**src/rtl/core/rpc_pkg.sv**
```systemverilog
// Shared constants, codes and types of the rook placement counter.
package rpc_pkg;

    localparam int DEFAULT_MAX_COLS = 12;
    localparam int MASK_W           = 12;
    localparam int CFG_W            = 4;
    localparam int COUNT_W          = 64;
    localparam int CFG_IDX_W        = 1;

    localparam logic [CFG_W-1:0] COL_COUNT_RESET  = 4'd12;
    localparam logic [CFG_W-1:0] ROOK_COUNT_RESET = 4'd1;

    typedef logic [COUNT_W-1:0] count_t;

    // Configuration register indexes.
    typedef enum logic [CFG_IDX_W-1:0] {
        CFG_COL_COUNT  = 1'b0,
        CFG_ROOK_COUNT = 1'b1
    } cfg_index_t;

    // Top-level sequencer states.
    typedef enum logic [2:0] {
        ST_CLEAR,
        ST_IDLE,
        ST_UPDATE,
        ST_WAIT,
        ST_SWEEP
    } state_t;

    // Control handed to the sum-and-clear sweep.
    typedef struct packed {
        logic start;
        logic sum_en;
    } sweep_ctrl_t;

endpackage

```
**src/rtl/core/rpc_sum_clear.sv**
```systemverilog
// Sweep over the whole table: sums sets of the chosen size and restores the start contents.
module rpc_sum_clear #(
    parameter  int MAX_COLS = rpc_pkg::DEFAULT_MAX_COLS,
    localparam int CNT_W    = $clog2(MAX_COLS + 1)
) (
    input  logic                  clk,
    input  logic                  rst_n,
    input  rpc_pkg::sweep_ctrl_t  ctrl,
    input  logic [CNT_W-1:0]      col_limit,
    input  logic [rpc_pkg::CFG_W-1:0] rook_limit,
    output logic                  rd_en,
    output logic [MAX_COLS-1:0]   rd_addr,
    input  rpc_pkg::count_t       rd_data,
    output logic                  wr_en,
    output logic [MAX_COLS-1:0]   wr_addr,
    output rpc_pkg::count_t       wr_data,
    output rpc_pkg::count_t       sum,
    output logic                  done
);
    import rpc_pkg::*;

    localparam int CMP_W = (CNT_W > CFG_W) ? CNT_W : CFG_W;

    logic                run_reg;
    logic [MAX_COLS-1:0] addr_reg;
    logic                sum_en_reg;
    logic                d_valid_reg;
    logic [MAX_COLS-1:0] d_addr_reg;
    logic                done_reg;
    count_t              sum_reg;
    logic [CNT_W-1:0]    ones;
    logic                hit;

    // Each entry is read and overwritten in the same cycle.
    always_comb
    begin
        rd_en   = run_reg;
        rd_addr = addr_reg;
        wr_en   = run_reg;
        wr_addr = addr_reg;
        wr_data = (addr_reg == '0) ? COUNT_W'(1) : '0;
    end

    // Column count of the returning set and whether it is counted.
    always_comb
    begin
        ones = '0;
        for (int i = 0; i < MAX_COLS; i++)
        begin
            ones = ones + CNT_W'(d_addr_reg[i]);
        end
        hit = sum_en_reg && ((d_addr_reg >> col_limit) == '0)
              && (CMP_W'(ones) == CMP_W'(rook_limit));
    end

    // Sweep counter; it also runs once out of reset to initialize the table.
    always_ff @(posedge clk or negedge rst_n)
    begin
        if (!rst_n)
        begin
            run_reg     <= 1'b1;
            addr_reg    <= '0;
            sum_en_reg  <= 1'b0;
            d_valid_reg <= 1'b0;
            done_reg    <= 1'b0;
        end
        else
        begin
            d_valid_reg <= run_reg;
            done_reg    <= d_valid_reg && (d_addr_reg == '1);
            if (ctrl.start)
            begin
                run_reg    <= 1'b1;
                addr_reg   <= '0;
                sum_en_reg <= ctrl.sum_en;
            end
            else if (run_reg)
            begin
                addr_reg <= addr_reg + MAX_COLS'(1);
                if (addr_reg == '1)
                begin
                    run_reg <= 1'b0;
                end
            end
        end
    end

    // Running sum of the old contents.
    always_ff @(posedge clk)
    begin
        d_addr_reg <= addr_reg;
        if (ctrl.start)
        begin
            sum_reg <= '0;
        end
        else if (d_valid_reg && hit)
        begin
            sum_reg <= sum_reg + rd_data;
        end
    end

    assign sum  = sum_reg;
    assign done = done_reg;
endmodule

```
**config.mk**
```make
export PLATFORM = sky130hd
export DESIGN_NAME = rpc_sum_clear
export DESIGN_NICKNAME = d
export VERILOG_FILES = /design/src/rtl/core/rpc_pkg.sv /design/src/rtl/core/rpc_sum_clear.sv
export SDC_FILE = /design/constraint.sdc
export NUM_CORES = 1
export LEC_CHECK = 0
export BUFFER_PORTS_ARGS = -buffer_cell sky130_fd_sc_hd__buf_2
export CAP_MARGIN = 20
export CORE_MARGIN = 2
export CORE_UTILIZATION = 54
export CTS_BUF_LIST = sky130_fd_sc_hd__clkbuf_16
export DETAILED_ROUTE_END_ITERATION = 7
export PLACE_DENSITY = 0.8
export SYNTH_ARGS = -nofsm -noshare
export SYNTH_HDL_FRONTEND = slang
export SYNTH_SLANG_ARGS = --single-unit
```
**constraint.sdc**
```tcl
create_clock -name clk -period 5.39 [get_ports clk]
set_input_delay 0.2695 -clock clk [delete_from_list [all_inputs] [get_ports clk]]
set_output_delay 0.2695 -clock clk [all_outputs]
set_load 0.05 [all_outputs]
```
==> metrics.md <==
| Metric | Value |
|---|---|
| Via-to-Cell Ratio | 5.58 |
| Largest net degree at the start of global routing | 48 |
| Fin crit period | 4.96 ns |
| Htree depth | 3 |
| Initial drt markers | 352 |
| Vias in the first global route | 6683 |
| Final WL | 19500 µm |
| CTS tree | built |
| Outcome | finished, final reports clean |
| GPL Wtd Cong | 0.896 |
| Clk pin slew, worst setup/hold paths | 0.08 ns |
| Worst hold endpoint | sum_en_reg |
| Maximum clock path buffer count | 2 |
| Reg2reg end | sum[9] |
| Hold path cells | 2 |
| Tcrit/Tclk final | 91.9% |
| Max-cap violations | 0 |
| Max Fanout on Critical Path | 23 |
| Post-synth top flop | dfxtp_1 |
| Clk Tree Root Cell | clkbuf_16 |
| Synth-to-Final Area Change | 11.4% |
| Critical Path End Type | register |
| Worst r2r src | d_addr_reg[3] |
| RSZ-0062 raised after global routing | false |
| Global route overflow | 0 |
| FP Rows | 44 |
| CTS sink cnt | 92 |
| Share of cells above drive strength 1 | 19.3% |
| Total global-route track usage | 24.4% |
| Number of antenna diodes | 0 |
| Async set-reset flop share out of synthesis | 17.4% |
| Die width | 125 µm |
| Area of the multi-input gates | 0.00535 mm² |
| Peak VDD IR | 0.000129 V |
| Worst Setup SP | d_addr_reg[3] |
| Commonest non-fill, non-tap cell in the layout | buf_2 |
| Final Non-Filler Cells | 1278 |
| Hold_sp | ctrl[0] |
| R2R Setup Slk | 0.43 ns |
| Netlist cell types | 71 |
| Synth Warn # | 0 |
| Drt first pass iters | 6 |
| First-pass GRT wire length | 31800 µm |
| Final ANT Viol Nets | 0 |
| Slew Limit Fails | 0 |
| Synthesized area | 0.00795 mm² |
| Residual DRC | 0 |
| Setup violators final | 0 |
| Die Span Y | 125 µm |
| CP arrival | 5.19 ns |
| Lkg Pwr | 0.00446 µW |
| Slew @ Worst Pin | 0.943 ns |
| Final hold vios | 0 |
| Nets | 1243 |
| Skew final | 0.00715 ns |
| Post-CTS setup buffer count | 0 |
| Min Hold Slack | 0.158 ns |
| Core region area | 0.0145 mm² |
| Commonest non-fill, non-tap cells in the layout | buf_2, nor2_1, a21oi_1, dfxtp_1, ha_1 |
| Clk Latency, worst-skew pair | 0.36 ns |
| Dpl cells | 1260 |
| DP HPWL | 14700 µm |
| Slew headroom | 37.1% |
| Vias | 7137 |
| Initial antenna violation count | 0 |
| Crit path launch type | register |
| Register area | 0.00192 mm² |
| Critical Path RT | 5.63 ns |
| Initial Util | 54.9% |
| Routed wire length per instance | 15.3 µm |
| Seq/Total Area, Yosys | 24.2% |
| Max Clk Rate | 202 MHz |
| Synth Instances | 961 |
| Pwr dens | 214 mW/mm² |
| Register bit total from synthesis | 92 |
| Setup tns final | 0 ns |
| Setup ws final | 0.434 ns |
| Number of flops mapped to enable cells by yosys | 0 |
| Pre-CTS WS | 0.336 ns |
| Fillers | 1337 |
| Max reg flops | 64 |
| Final design utilization | 61.1% |
| # IOs | 231 |
| Die ar. | 0.0157 mm² |
| CP Class | register to register |
| FF-to-FF path depth | 19 |
| Mapped Avg Cell Area | 8.27 µm² |
| Num CTS Buffers | 9 |
| HP Class | input port to register |
| IO buf count | 167 |
[critical path, stage by stage (launching register included)]
cell and delay, ns:
dfxtp_1 0.40, fa_1 0.46, fa_1 0.51, inv_1 0.05, fa_1 0.50, fa_1 0.41, inv_1 0.06, ha_1 0.16
inv_1 0.06, fa_1 0.38, xor2_1 0.18, xnor2_1 0.12, nor3_1 0.11, o21ai_0 0.17, a2111oi_4 0.36, clkbuf_16 0.31
buf_4 0.28, nor2b_1 0.08, a31oi_1 0.17, nor2_1 0.06
[layer usage]
metal | GRT usage (%) | vias to the layer above | share of wire [%]
met4 | 9.48 | 0 | 2.8
li1 | - | 3524 | -
met3 | 3.68 | 41 | 5.9
met1 | 33.0 | 3295 | 45
met5 | 0 | - | 0
met2 | 39.3 | 277 | 46
[final cells by class]
cell class,instances,area share [%]
clock inverters,7,0.862
inverters,37,1.57
well taps,184,2.60
repair buffers,173,10.3
multi-input cells,776,60.4
clock buffers,9,2.54
flip-flops and latches,92,21.7
[through the flow]
stage | total power [µW] | area (µm²)
2_1_floorplan | 1180 | 8180
3_3_place_gp | 1240 | 8520
3_5_place_dp | 1250 | 8520
4_1_cts | 1910 | 8830
5_1_grt | 1990 | 8850
6_report | 1900 | 8850
[cell usage after synthesis, types with 14 or more instances]
master    number  area share (%)
a21o_1        46             4.3
nor3_1        14            0.88
o21ai_0       35             2.2
o21bai_1      17             1.6
ha_1          70              11
dfrtp_1       15             4.7
buf_4         80             7.6
dfxtp_1       76              19
nand4_1       28             2.2
inv_1         37             1.7
xor2_1        25             2.8
xnor2_1       41             4.5
nand2_1       40             1.9
a21oi_1       79             5.0
nor2_1       112             5.3
mux2i_1       48             6.0
clkbuf_1      22             1.0
nand2b_1      14             1.1
[cells by family after synthesis]
logic type               count (synthesis)  share of synthesized area, %
AO/OA/AOI/OAI                          251                          21.2
XOR/XNOR                                66                          7.28
adder cells (fa/ha/maj)                 78                          13.0
buffers and inverters                  155                          11.4
flip-flops                              92                          24.2
multiplexers                            51                          6.47
other                                    1                        0.0472
AND/OR/NAND/NOR                        267                          16.3
[power by group]
| group | switching [µW] | internal [µW] | total (µW) |
|---|---|---|---|
| clock | 325 | 331 | 657 |
| sequential | 18.8 | 700 | 718 |
| combinational | 364 | 159 | 523 |
| total | 708 | 1190 | 1900 |
[worst max path at each step]
stage	end	slack [ns]	depth (start not counted)
final	sum[9]	0.43	19
after floorplan	sum[63]	0.72	17
after CTS	sum[25]	0.32	18
after global routing	sum[12]	0.07	18
after detailed placement	sum[25]	0.34	18
after global placement	sum[23]	0.44	17
[repair_timing]
| item | in CTS | in global routing |
|---|---|---|
| resized for setup | 0 | 2 |
| hold buffers | 1 | 0 |
| endpoints found under the setup margin | 0 | 3 |
| endpoints found under the hold margin | 15 | 0 |
Note: power is estimated with default switching activity, not from simulation.
