### config.mk
export PLATFORM = sky130hd
export DESIGN_NAME = rpc_row_update
export DESIGN_NICKNAME = d
export VERILOG_FILES = /design/src/rtl/core/rpc_pkg.sv /design/src/rtl/core/rpc_row_update.sv
export SDC_FILE = /design/constraint.sdc
export NUM_CORES = 1
export LEC_CHECK = 0
export ABC_AREA = 0
export BUFFER_PORTS_ARGS = -buffer_cell sky130_fd_sc_hd__buf_2
export CORE_MARGIN = 2
export CORE_UTILIZATION = 30
export CTS_CLUSTER_DIAMETER = 150
export CTS_CLUSTER_SIZE = 16
export DETAILED_ROUTE_END_ITERATION = 7
export PLACE_DENSITY = 0.53
export SYNTH_ARGS = -nofsm -noshare
export SYNTH_HDL_FRONTEND = slang
export SYNTH_SLANG_ARGS = --single-unit
### constraint.sdc
create_clock -name clk -period 4.7 [get_ports clk]
set_input_delay 0.47 -clock clk [delete_from_list [all_inputs] [get_ports clk]]
set_output_delay 0.47 -clock clk [all_outputs]
set_load 0.005 [all_outputs]
### src/rtl/core/rpc_pkg.sv
// Shared constants, codes and types of the rook placement counter.
package rpc_pkg;

    localparam int DEFAULT_MAX_COLS = 12;
    localparam int MASK_W           = 12;
    localparam int CFG_W            = 4;
    localparam int COUNT_W          = 64;
    localparam int CFG_IDX_W        = 1;

    localparam logic [CFG_W-1:0] COL_COUNT_RESET  = 4'd12;
    localparam logic [CFG_W-1:0] ROOK_COUNT_RESET = 4'd1;

    typedef logic [COUNT_W-1:0] count_t;

    // Configuration register indexes.
    typedef enum logic [CFG_IDX_W-1:0] {
        CFG_COL_COUNT  = 1'b0,
        CFG_ROOK_COUNT = 1'b1
    } cfg_index_t;

    // Top-level sequencer states.
    typedef enum logic [2:0] {
        ST_CLEAR,
        ST_IDLE,
        ST_UPDATE,
        ST_WAIT,
        ST_SWEEP
    } state_t;

    // Control handed to the sum-and-clear sweep.
    typedef struct packed {
        logic start;
        logic sum_en;
    } sweep_ctrl_t;

endpackage

### src/rtl/core/rpc_row_update.sv
// Row update: walks the column sets downward and adds each set's free predecessors.
module rpc_row_update #(
    parameter  int MAX_COLS = rpc_pkg::DEFAULT_MAX_COLS,
    localparam int CNT_W    = $clog2(MAX_COLS + 1)
) (
    input  logic                 clk,
    input  logic                 rst_n,
    input  logic                 start,
    input  logic [CNT_W-1:0]     col_limit,
    input  logic [MAX_COLS-1:0]  free_cols,
    output logic                 rd_en,
    output logic [MAX_COLS-1:0]  rd_addr,
    input  rpc_pkg::count_t      rd_data,
    output logic                 wr_en,
    output logic [MAX_COLS-1:0]  wr_addr,
    output rpc_pkg::count_t      wr_data,
    output logic                 done
);
    import rpc_pkg::*;

    localparam int COL_W = (MAX_COLS > 1) ? $clog2(MAX_COLS) : 1;

    logic                run_reg;
    logic [MAX_COLS-1:0] set_reg;
    logic [CNT_W-1:0]    step_reg;
    logic                d_valid_reg;
    logic                d_first_reg;
    logic                d_last_reg;
    logic                d_use_reg;
    logic [MAX_COLS-1:0] d_set_reg;
    count_t              acc_reg;
    count_t              acc_next;
    logic [COL_W-1:0]    col;
    logic                use_pred;
    logic                last_step;

    // Step zero reads the set itself; step c+1 reads the set without column c.
    always_comb
    begin
        col       = COL_W'(step_reg - CNT_W'(1));
        last_step = (step_reg == CNT_W'(MAX_COLS));
        use_pred  = (step_reg != '0) && set_reg[col] && free_cols[col];
        rd_en     = run_reg;
        if (step_reg == '0)
        begin
            rd_addr = set_reg;
        end
        else
        begin
            rd_addr = set_reg ^ (MAX_COLS'(1) << col);
        end
    end

    // Set and step counters; sets go downward so predecessors are still old.
    always_ff @(posedge clk or negedge rst_n)
    begin
        if (!rst_n)
        begin
            run_reg     <= 1'b0;
            set_reg     <= '0;
            step_reg    <= '0;
            d_valid_reg <= 1'b0;
        end
        else
        begin
            d_valid_reg <= run_reg;
            if (start)
            begin
                run_reg  <= 1'b1;
                set_reg  <= ~({MAX_COLS{1'b1}} << col_limit);
                step_reg <= '0;
            end
            else if (run_reg)
            begin
                if (last_step)
                begin
                    step_reg <= '0;
                    if (set_reg == '0)
                    begin
                        run_reg <= 1'b0;
                    end
                    else
                    begin
                        set_reg <= set_reg - MAX_COLS'(1);
                    end
                end
                else
                begin
                    step_reg <= step_reg + CNT_W'(1);
                end
            end
        end
    end

    // Read tags travel alongside the registered memory read.
    always_ff @(posedge clk)
    begin
        d_first_reg <= (step_reg == '0);
        d_last_reg  <= last_step;
        d_use_reg   <= use_pred;
        d_set_reg   <= set_reg;
        if (d_valid_reg)
        begin
            acc_reg <= acc_next;
        end
    end

    // Accumulate the set's old count and its predecessors, then write back.
    always_comb
    begin
        if (d_first_reg)
        begin
            acc_next = rd_data;
        end
        else if (d_use_reg)
        begin
            acc_next = acc_reg + rd_data;
        end
        else
        begin
            acc_next = acc_reg;
        end
        wr_en   = d_valid_reg && d_last_reg;
        wr_addr = d_set_reg;
        wr_data = acc_next;
        done    = d_valid_reg && d_last_reg && (d_set_reg == '0);
    end
endmodule

==> results.md <==
* Row count at 62
* Ys Warns at 0
* Drt first-iter violations at 395
* Core area at about 29000 um^2
* Worst slew margin at 37.4%
* Critical-path cell list: ha_2 > nand2_2 > nor4_2 > or3b_1 > a21oi_4 > o21ai_2 > a31oi_4 > a41oi_4 > o41ai_4 > nand4_1 > a21oi_2 > mux2i_2 > buf_2
* Max reg flops at 64
* Endpoints failing hold at 0
* HP Class: in -> async
* Main combinational cell family by area after synthesis: compound AO/OA/AOI/OAI gates
* Drt via density at 5.31
* Max_cap viols at 0
* Switch Pwr at 0.00212 W
* Die area at 30700 um^2
* Worst-Skew Late Latency at 0.37 ns
* CTS H-Tree Depth at 3
* Layout cells sized above 1 at 21.0%
* Multi-input logic area at approximately 5900 um^2
* Post-synth cell types at 75
* Root buffer cell: clkbuf_16
* Clock power frac at 16.8%
* Total GRT Usage at 17.4%
* Register area share after synthesis at between 30% and 40%
* Xor and xnor area share after synthesis at 7.16%
* Depth of the most critical reg-to-reg path at 12
* DRC errors left at 0
* Arr. time, crit path at 4.03 ns
* Die Ht at 175 um
* Final worst path period share at a little over nine tenths
* Via count at around 8.4k
* Post-Synthesis Cells at 1071
* Post-DRT Antenna Nets at 0
* Detailed Place HPWL at 20600 um
* Post-synthesis adder-cell area fraction at between 10% and 20%
* Switching share of power at 43.6%
* Die W at 175 um
* WP buf/inv at 1
* Vias in the first global route at 8211
* Clk slew on worst S/H paths at 0.08 ns
* Register Area at 2680 um^2
* CTS tree: built
* CTS Sinks at 97
* Area Overhead vs Synth at 19.4%
* R2R Path End: acc_reg[63]$_DFFE_PP_
* Reg2reg setup slack at approximately 1.0 ns
* CP Launch Type: flop
* EDFF count, synth at 64
* Slowest cell delay on critical path at 0.45 ns
* Largest net degree at the start of global routing at 79
* Largest delay share family, worst path: compound AO/OA/AOI/OAI gates
* Hold Worst Slack at 0.0286 ns
* Post-synthesis cell area at a little under 9000 um^2
* Clock Path Buffers at 2
* Slowest cell on the critical path: o41ai_4
* IO Pins at 174
* Worst Path Max Fanout at 6
* Flop pwr share at between 20% and 30%
* Status: complete, no violations
* Placer Congestion at 0.851
* DR pass1 iterations at 6
* CTS buffer count at 9
* Compound-gate portion of the synthesized area at 26.9%
* Fmax at between 200 and 250 MHz
* Port buffer count at between 150 and 200
* Final Max Tran Viols at 0
* FF-to-FF Start: acc_reg[26]$_DFFE_PP_
* Final nets at between 1k and 1.5k
* Mux cell area share after synthesis at between 3 and 4%
* LEAKAGE at 4.41 nW
* Asr flop ratio synth at 18.6%
* Final Power at approximately 0.0048 W
* Ys flop type: edfxtp_1
* Skew final at 0.0152 ns
* Worst vdd ir at 172 uV
* Syn Nets at between 1k and 1.5k
* Overflow after GRT at 0
* Routed len/inst at approximately 17 um
* Cell-internal power at 0.00273 W
* Setup CP Type: reg -> out
* Fill count at 3028
* Setup crit end kind: output port
* Initial antenna violation count at 2
* PD cells at between 400 and 500 nW/um^2
* Final WL at approximately 27000 um
* Initial Utilization at 30.6%
* CP required at between 4 and 5 ns
* Final min period at 4.50 ns
* FF+latch count, synth at 97
* Ant. Diodes at 0
* Mean Syn Cell Area at roughly 8 um^2
* Post-synthesis simple-gate area fraction at 17.1%
* Least-Margin Pin Slew at 0.939 ns
* Global-route wire length before repair at 43100 um
* Comb pwr share at 55.9%
* Final setup fails at 0
[metal layers]
layer	wire length (um)	global-route usage, %
met3	1300	3.16
met1	13300	24.3
met5	0	0
met4	413	4.13
met2	12100	27.8
[worst max path at each step]
stage | from | to | slack, ns | cells past startpoint
finish | acc_reg[26]$_DFFE_PP_ | wr_data[63] | 0.20 | 13
global route | acc_reg[15]$_DFFE_PP_ | wr_data[63] | -0.02 | 13
CTS | acc_reg[0]$_DFFE_PP_ | wr_data[60] | 0.01 | 14
detailed placement | rd_data[0] | wr_data[58] | 0.04 | 15
global placement | rd_data[0] | wr_data[58] | 0.12 | 15
floorplan | rd_data[0] | wr_data[60] | 0.87 | 13
[synth_stat cells (5+ instances only)]
cell | n | area share (%)
inv_1 | 34 | 1.4
dfrtp_1 | 18 | 5.1
o21bai_1 | 14 | 1.2
edfxtp_1 | 64 | 22
o21a_1 | 10 | 0.85
buf_2 | 10 | 0.57
nand4_1 | 26 | 1.8
ha_1 | 69 | 9.8
a21oi_1 | 117 | 6.6
a22oi_1 | 10 | 0.85
a211oi_1 | 20 | 1.7
dfxtp_1 | 15 | 3.4
clkbuf_1 | 54 | 2.3
mux2i_1 | 31 | 3.5
nor4_1 | 5 | 0.36
xor2_1 | 24 | 2.4
o21ai_1 | 5 | 0.28
nor2_1 | 53 | 2.3
nand3_1 | 23 | 1.3
nor2b_1 | 22 | 1.6
xnor2_1 | 48 | 4.8
nand2_1 | 128 | 5.5
buf_1 | 5 | 0.21
nand2b_1 | 12 | 0.85
o21ai_0 | 105 | 6.0
a21o_1 | 40 | 3.4
a31oi_1 | 10 | 0.71
nor3_1 | 17 | 0.97
o211ai_1 | 6 | 0.51
a221oi_1 | 5 | 0.50
[power groups by stage]
stage | Sequential, W | Combinational [W] | Clock (W)
after floorplan | 0.00126 | 0.00189 | 0
after global placement | 0.00133 | 0.00259 | 0
after detailed placement | 0.00133 | 0.00259 | 0
after CTS | 0.00132 | 0.00261 | 0.000843
after global routing | 0.00135 | 0.00303 | 0.000868
final | 0.00132 | 0.00271 | 0.000815
[worst reg2reg max path, cell delays in order, from the launching register on]
cell and delay (ns):
edfxtp_1 0.41, ha_2 0.41, nand2_2 0.09, nor4_2 0.30, or3b_1 0.42, a21oi_4 0.19
o21ai_2 0.11, a31oi_4 0.24, a41oi_4 0.21, o41ai_4 0.46, nand4_1 0.20, a21oi_2 0.22
mux2i_2 0.26
[area by class of cell]
cell class | count | area share [%]
Multi-Input combinational cell | 870 | 56.3
Inverter | 34 | 1.21
Clock inverter | 6 | 0.619
Clock buffer | 10 | 2.38
Tap cell | 384 | 4.57
Timing Repair Buffer | 190 | 9.45
Sequential cell | 97 | 25.5
[metrics by stage]
stage | setup slack [ns] | utilization, % | instance area [um^2] | setup TNS, ns | cells
2_1_floorplan | 0.870 | - | 8810 | 0 | 1071
3_3_place_gp | 0.125 | 34.7 | 9970 | 0 | 1570
3_5_place_dp | 0.0440 | 34.7 | 9970 | 0 | 1570
4_1_cts | 0.0104 | 35.8 | 10300 | 0 | 1586
5_1_grt | -0.0224 | 36.5 | 10500 | -0.0224 | 1591
6_report | 0.199 | 36.5 | 10500 | 0 | 1591
[cell usage in the layout (no fill, tap or decap), drive strengths merged, types with 27 or more instances in the layout]
cell    instances
a21o           40
a21oi         119
buf           190
edfxtp         64
ha             69
inv            39
mux2i          31
nand2         129
nand4          27
nor2           53
o21ai         111
xnor2          48
[timing repair]
action | 4_1_cts | 5_1_grt
pin swaps | 0 | 8
hold buffers | 0 | 0
hold endpoints to repair | 0 | 0
resized for setup | 3 | 35
setup endpoints to repair | 8 | 14
setup buffers | 0 | 5
[cells by family (layout without fill, tap and decap cells)]
group	count (synthesis)	in the layout
xor gates and xnor gates	72	72
muxes	32	32
adders and majority gates	70	70
AOI/OAI and AO/OA	380	380
and+or+nand+nor	316	316
DFF	97	97
buffers and inverters	104	240
Power figures use the tool's default switching activity.
